`src/hw/rtl/alc_pkg.sv`:
```
// shared types and constants of the clustering unit
// no dependencies
package alc_pkg;

  localparam int MAX_GROUPS_DEF = 16;
  localparam int COMPONENT_BITS = 16;
  localparam int COUNT_BITS     = 20;
  localparam int SUM_BITS       = COMPONENT_BITS + COUNT_BITS;
  localparam int MEAN_BITS      = 3 * COMPONENT_BITS;
  localparam int ENTRY_BITS     = COUNT_BITS + 3 * SUM_BITS + MEAN_BITS;
  localparam int KEY_BITS       = 16;
  localparam int IDX_OUT_BITS   = 4;
  localparam int OPEN_OUT_BITS  = 5;
  localparam int LIMIT_BITS     = 5;
  localparam int THR_BITS       = 15;
  localparam int Q_FRAC         = 14;
  localparam int ONE_Q14        = 16384;
  localparam int DOT_BITS       = 2 * COMPONENT_BITS + 2;
  localparam int NORM_TOP       = 30;
  localparam int SQ_BITS        = 2 * NORM_TOP + 2;
  localparam int ROOT_BITS      = SQ_BITS + 1;
  localparam int RT_STEPS       = SQ_BITS / 2 + 1;
  localparam int LEN_BITS       = NORM_TOP + 1;
  localparam int NUM_BITS       = NORM_TOP + Q_FRAC + 1;
  localparam int DIV_STEPS      = COMPONENT_BITS;
  localparam int STEP_BITS      = 5;
  localparam int CFG_AW         = 3;
  localparam int CFG_DW         = 32;

  localparam logic [LIMIT_BITS-1:0] GROUP_LIMIT_RST = 5'd10;
  localparam logic [THR_BITS-1:0]   COS_THR_RST     = 15'd14189;

  localparam logic [1:0] OC_JOIN    = 2'd0;
  localparam logic [1:0] OC_OPEN    = 2'd1;
  localparam logic [1:0] OC_DISCARD = 2'd2;
  localparam logic [1:0] OC_EMPTY   = 2'd3;

  localparam logic MODE_READ    = 1'b1;
  localparam logic REG_SEL_LIMIT = 1'b0;
  localparam logic REG_SEL_THR   = 1'b1;

  typedef enum logic [4:0] {
    OP_NONE,
    OP_LOAD,
    OP_RD_SCAN,
    OP_MUL,
    OP_CMP,
    OP_RD_BEST,
    OP_RD_QUERY,
    OP_UPD,
    OP_ABS,
    OP_NORM,
    OP_MEAN_ZERO,
    OP_SQ,
    OP_ACC,
    OP_RT_INIT,
    OP_RT,
    OP_DIV_INIT,
    OP_DIV,
    OP_DIV_END,
    OP_WR_JOIN,
    OP_WR_OPEN,
    OP_RES_DISCARD,
    OP_RES_READ,
    OP_RES_EMPTY,
    OP_PUSH
  } dp_op_t;

  typedef struct packed {
    dp_op_t     op;
    logic [1:0] comp;
  } dp_cmd_t;

  typedef struct packed {
    logic mode_read;
    logic q_ok;
    logic open_zero;
    logic scan_last;
    logic join_ok;
    logic can_open;
    logic mag_zero;
    logic norm_ok;
    logic out_free;
  } dp_status_t;

endpackage

```
`src/hw/rtl/alc_ctrl.sv`:
```
// sequencer of the clustering unit: scan, join, open, discard, read
// depends on alc_pkg, drives alc_dp through dp_cmd_t
module alc_ctrl import alc_pkg::*; (
  input  logic       clk,
  input  logic       rst_n,
  input  logic       in_valid,
  output logic       in_ready,
  input  dp_status_t st,
  output dp_cmd_t    cmd
);
  typedef enum logic [4:0] {
    S_IDLE, S_DISPATCH, S_SC_RD, S_SC_MUL, S_SC_CMP, S_DECIDE,
    S_J_RD, S_J_UPD, S_J_ABS, S_J_NORM, S_J_SQ, S_J_ACC, S_J_RTI, S_J_RT,
    S_J_DVI, S_J_DV, S_J_DVE, S_J_WR, S_RQ, S_RQW, S_OUT
  } state_t;

  state_t               state_r, state_nxt;
  logic [1:0]           comp_r, comp_nxt;
  logic [STEP_BITS-1:0] step_r, step_nxt;

  always_comb begin
    state_nxt = state_r;
    comp_nxt  = comp_r;
    step_nxt  = step_r;
    cmd.op    = OP_NONE;
    cmd.comp  = comp_r;
    in_ready  = 1'b0;
    case (state_r)
      S_IDLE: begin
        in_ready = 1'b1;
        if (in_valid) begin
          cmd.op    = OP_LOAD;
          state_nxt = S_DISPATCH;
        end
      end
      S_DISPATCH: begin
        if (st.mode_read) begin
          if (st.q_ok) begin
            state_nxt = S_RQ;
          end else begin
            cmd.op    = OP_RES_EMPTY;
            state_nxt = S_OUT;
          end
        end else if (st.open_zero) begin
          state_nxt = S_DECIDE;
        end else begin
          state_nxt = S_SC_RD;
        end
      end
      S_SC_RD: begin
        cmd.op    = OP_RD_SCAN;
        state_nxt = S_SC_MUL;
      end
      S_SC_MUL: begin
        cmd.op    = OP_MUL;
        state_nxt = S_SC_CMP;
      end
      S_SC_CMP: begin
        cmd.op    = OP_CMP;
        state_nxt = st.scan_last ? S_DECIDE : S_SC_RD;
      end
      S_DECIDE: begin
        if (st.join_ok) begin
          state_nxt = S_J_RD;
        end else if (st.can_open) begin
          cmd.op    = OP_WR_OPEN;
          state_nxt = S_OUT;
        end else begin
          cmd.op    = OP_RES_DISCARD;
          state_nxt = S_OUT;
        end
      end
      S_J_RD: begin
        cmd.op    = OP_RD_BEST;
        state_nxt = S_J_UPD;
      end
      S_J_UPD: begin
        cmd.op    = OP_UPD;
        state_nxt = S_J_ABS;
      end
      S_J_ABS: begin
        cmd.op    = OP_ABS;
        state_nxt = S_J_NORM;
      end
      S_J_NORM: begin
        if (st.mag_zero) begin
          cmd.op    = OP_MEAN_ZERO;
          state_nxt = S_J_WR;
        end else begin
          cmd.op = OP_NORM;
          if (st.norm_ok) begin
            comp_nxt  = 2'd0;
            state_nxt = S_J_SQ;
          end
        end
      end
      S_J_SQ: begin
        cmd.op    = OP_SQ;
        state_nxt = S_J_ACC;
      end
      S_J_ACC: begin
        cmd.op = OP_ACC;
        if (comp_r == 2'd2) begin
          state_nxt = S_J_RTI;
        end else begin
          comp_nxt  = comp_r + 2'd1;
          state_nxt = S_J_SQ;
        end
      end
      S_J_RTI: begin
        cmd.op    = OP_RT_INIT;
        step_nxt  = '0;
        state_nxt = S_J_RT;
      end
      S_J_RT: begin
        cmd.op = OP_RT;
        if (step_r == STEP_BITS'(RT_STEPS - 1)) begin
          comp_nxt  = 2'd0;
          state_nxt = S_J_DVI;
        end else begin
          step_nxt = step_r + 1'b1;
        end
      end
      S_J_DVI: begin
        cmd.op    = OP_DIV_INIT;
        step_nxt  = '0;
        state_nxt = S_J_DV;
      end
      S_J_DV: begin
        cmd.op = OP_DIV;
        if (step_r == STEP_BITS'(DIV_STEPS - 1)) begin
          state_nxt = S_J_DVE;
        end else begin
          step_nxt = step_r + 1'b1;
        end
      end
      S_J_DVE: begin
        cmd.op = OP_DIV_END;
        if (comp_r == 2'd2) begin
          state_nxt = S_J_WR;
        end else begin
          comp_nxt  = comp_r + 2'd1;
          state_nxt = S_J_DVI;
        end
      end
      S_J_WR: begin
        cmd.op    = OP_WR_JOIN;
        state_nxt = S_OUT;
      end
      S_RQ: begin
        cmd.op    = OP_RD_QUERY;
        state_nxt = S_RQW;
      end
      S_RQW: begin
        cmd.op    = OP_RES_READ;
        state_nxt = S_OUT;
      end
      S_OUT: begin
        if (st.out_free) begin
          cmd.op    = OP_PUSH;
          state_nxt = S_IDLE;
        end
      end
      default: begin
        state_nxt = S_IDLE;
      end
    endcase
  end

  always_ff @(posedge clk) begin
    if (!rst_n) begin
      state_r <= S_IDLE;
      comp_r  <= 2'd0;
      step_r  <= '0;
    end else begin
      state_r <= state_nxt;
      comp_r  <= comp_nxt;
      step_r  <= step_nxt;
    end
  end
endmodule

```
`config.mk`:
```
export PLATFORM = sky130hd
export DESIGN_NAME = alc_ctrl
export DESIGN_NICKNAME = d
export VERILOG_FILES = /design/src/hw/rtl/alc_pkg.sv /design/src/hw/rtl/alc_ctrl.sv
export SDC_FILE = /design/constraint.sdc
export NUM_CORES = 1
export LEC_CHECK = 0
export BUFFER_PORTS_ARGS = -buffer_cell sky130_fd_sc_hd__buf_4
export CAP_MARGIN = 40
export CORE_UTILIZATION = 60
export DETAILED_ROUTE_END_ITERATION = 10
export GPL_ROUTABILITY_DRIVEN = 0
export PLACE_DENSITY_LB_ADDON = 0.25
export SLEW_MARGIN = 20
export SYNTH_ARGS = -nofsm -noshare
export SYNTH_HDL_FRONTEND = slang
export SYNTH_SLANG_ARGS = --single-unit
```
`constraint.sdc`:
```
create_clock -name clk -period 3.2 [get_ports clk]
set_input_delay 0.16 -clock clk [delete_from_list [all_inputs] [get_ports clk]]
set_output_delay 0.16 -clock clk [all_outputs]
set_load 0.05 [all_outputs]
```
==> qor.txt <==
status - finished, final reports clean
critical setup path kind - reg -> out
largest net degree at the start of global routing - 31
Hold Path End - comp_r[1]
Reg2Reg Launch Point - state_r[4]
flop-to-flop setup slack - 0.97 ns
CTS clk-pin slew, worst paths - 0.06 ns
sequential element share of the synthesized area - 17.53%
Remaining DRCs - 0
H-tree depth - 1
Clock Power Share - 6.6%
cell depth of the worst setup path - 6
clk sinks - 12
port buffer count - 19
Mean Syn Cell Area - 7.099 sq um
Routed WL per cell - 17.63 microns
Worst R2R Path Depth - 5
Peak VDD IR - 0.6386 mV
Final HPWL DP - 2761 microns
drt via density - 6.848
Diodes inserted - 0
Post-Route WL - 4055 microns
Slew Viols, Final - 0
Critical Path RT - 3.04 ns
switching share of power - 56.48%
die width - 49.79 microns
fin util - 73.97%
Worst Clk Skew - 0.01035 ns
Crit path top cell by count - buf_4
Area Growth Syn to Fin - 11.32%
asr flop ratio synth - 0%
max-cap violations - 0
Initial Util - 66.44%
Crit path max-delay family - flip-flops
crit path cell chain - buf_4 -> nand2b_1 -> or3_1 -> o41ai_1 -> a2111o_1 -> buf_4
post-route setup slack - 0.7633 ns
global-route wire length before repair - 6265 microns
CP endpoint kind - output port
hold_sp - rst_n
core area - 0.002062 sq mm
CTS tree - yes
Final setup viols - 0
clk buf depth - 2
hold path cells - 3
Arr. time, crit path - 2.28 ns
Yosys warning total - 0
Seq pwr share - 18.3%
fmax - 410.4 MHz
row cnt - 16
#FFs+latches synth - 12
number of synthesized flops with an enable pin - 0
top_reg_cell synth - dfxtp_1
Setup WS pre-CTS - 1.006 ns
mapped cell area - 0.001370 sq mm
die height - 49.79 microns
postcts setup bufs - 0
combinational fraction of design power - 75.1%
DRT iter0 DRCs - 143
reg-to-reg endpoint - state_r[4]
clock latency on the worst-skew pair - 0.27 ns
initial antenna violation count - 0
Tcrit/Tclk final - 76.15%
vias post-DR - 1575
commonest non-fill, non-tap cell in the layout - nor2_1
design area - 0.001525 sq mm
ANT nets after route - 0
layout cells sized above 1 - 18.23%
leakage dissipation - 0.6022 nW
Final #Nets - 221
switching pwr - 0.0007588 W
Total GRT Usage - 32.65%
Synth Instances - 193
most frequent cells in the layout - nor2_1, buf_4, nand2_1, a21oi_1, dfxtp_1
Setup crit start kind - register
IO Count - 20
unrepaired setup endpoints after global routing - false
final hold violations - 0
Max-slew headroom - 41.28%
DP Area - 0.001458 sq mm
Net Count, Synth - 209
Setup TNS - 0 ns
hold crit path type - in -> reg
internal power component - 0.0005848 W
worst-margin pin slew - 0.8797 ns
vias in the first global route - 1366
Slowest-stage cell, CP - dfxtp_1
count of different cell masters after synthesis - 56
global route total overflow - 0
Clock Tree Root - clkbuf_4
Buf+Inv Stages, Crit Path - 2
drt pass-1 iters - 5
Die ar. - 0.002479 sq mm
post_cts resized - 0
largest fanout on the critical path - 20
Hold Buf Count CTS - 0
CP peak stage delay - 0.67 ns
TritonCTS Buffers - 3
Power Dens Cells - 881.0 mW/mm^2
fin crit period - 2.437 ns
FILL cells - 175
-- power groups by stage --
stage / combinational [W] / sequential, W / clock [W]
final: 0.00101 / 0.000245 / 0.0000893
after detailed placement: 0.000839 / 0.000338 / 0
after global routing: 0.00108 / 0.000247 / 0.0000997
after global placement: 0.000820 / 0.000327 / 0
after CTS: 0.000842 / 0.000335 / 0.0000907
after floorplan: 0.000814 / 0.000191 / 0
-- final cells by class --
cell class	count	area, sq um	area share [%]
clock buffers	3	22.52	1.477
well taps	27	33.78	2.215
inverters	8	30.03	1.969
flip-flops and latches	12	240.2	15.75
repair buffers	23	195.2	12.80
multi-input cells	157	1003	65.79
-- flip-flops by register name, summed over array words and instances (netlist names) --
signal / cells
comp_r: 2
state_r: 5
step_r: 5
-- cells in the mapped netlist, drive strengths merged (2+ instances only) --
library cell / instances / area (sq um)
nor2: 27 / 103.9
a21oi: 13 / 68.82
buf: 13 / 85.08
o21ai: 13 / 65.06
dfxtp: 12 / 240.2
nand2: 12 / 45.04
nand2b: 9 / 56.30
nor2b: 9 / 56.30
inv: 8 / 30.03
nor3: 7 / 40.04
a211oi: 4 / 35.03
a31oi: 4 / 25.02
ha: 4 / 50.05
nand3b: 4 / 30.03
nand4: 4 / 25.02
and3: 3 / 23.77
clkbuf: 3 / 11.26
mux2i: 3 / 30.03
nand3: 3 / 15.01
o22ai: 3 / 18.77
or3: 3 / 18.77
xor2: 3 / 26.28
a211o: 2 / 17.52
a221oi: 2 / 17.52
nor4: 2 / 12.51
o32ai: 2 / 36.29
o41ai: 2 / 17.52
or2: 2 / 12.52
or3b: 2 / 20.02
-- tightest hold or removal path: cells and delay by family --
kind	cells	cell delay (ns)
AND/OR/NAND/NOR	1	0.07
multiplexers	1	0.06
buffers and inverters	1	0.16
-- layer usage --
| metal | track usage [%] | vias up | wire, microns | share of wire (%) |
|---|---|---|---|---|
| li1 | - | 728 | - | - |
| met3 | 8.025 | 22 | 539 | 13 |
| met1 | 43.47 | 693 | 1570 | 39 |
| met4 | 8.571 | 0 | 133 | 3.3 |
| met5 | 0 | - | 0 | 0 |
| met2 | 52.03 | 132 | 1812 | 45 |
-- stage by stage --
| stage | power [W] | std cells | hold slack, ns |
|---|---|---|---|
| floorplan | 0.001005 | 193 | 0.3223 |
| global placement | 0.001148 | 224 | 0.4706 |
| detailed placement | 0.001177 | 224 | 0.4817 |
| CTS | 0.001267 | 227 | 0.2131 |
| global route | 0.001424 | 230 | 0.2463 |
| finish | 0.001344 | 230 | 0.2364 |
-- logic make-up (layout without fill, tap and decap cells) --
logic type               Yosys count  count (layout)  share of synthesized area [%]
AND/OR/NAND/NOR                   90              90                          35.25
flip-flops                        12              12                          17.53
adder cells (fa/ha/maj)            4               4                          3.653
XOR/XNOR                           3               3                          1.918
AO/OA/AOI/OAI                     56              56                          29.13
multiplexers                       4               4                          3.287
buffers and inverters             24              34                          9.224
-- how the worst max path moves through the flow --
stage | start | to
CTS | state_r[1] | cmd[6]
global placement | state_r[2] | cmd[4]
global route | state_r[0] | cmd[2]
floorplan | state_r[2] | cmd[4]
detailed placement | state_r[1] | cmd[6]
finish | state_r[0] | cmd[2]
Note: power is estimated with default switching activity, not from simulation.
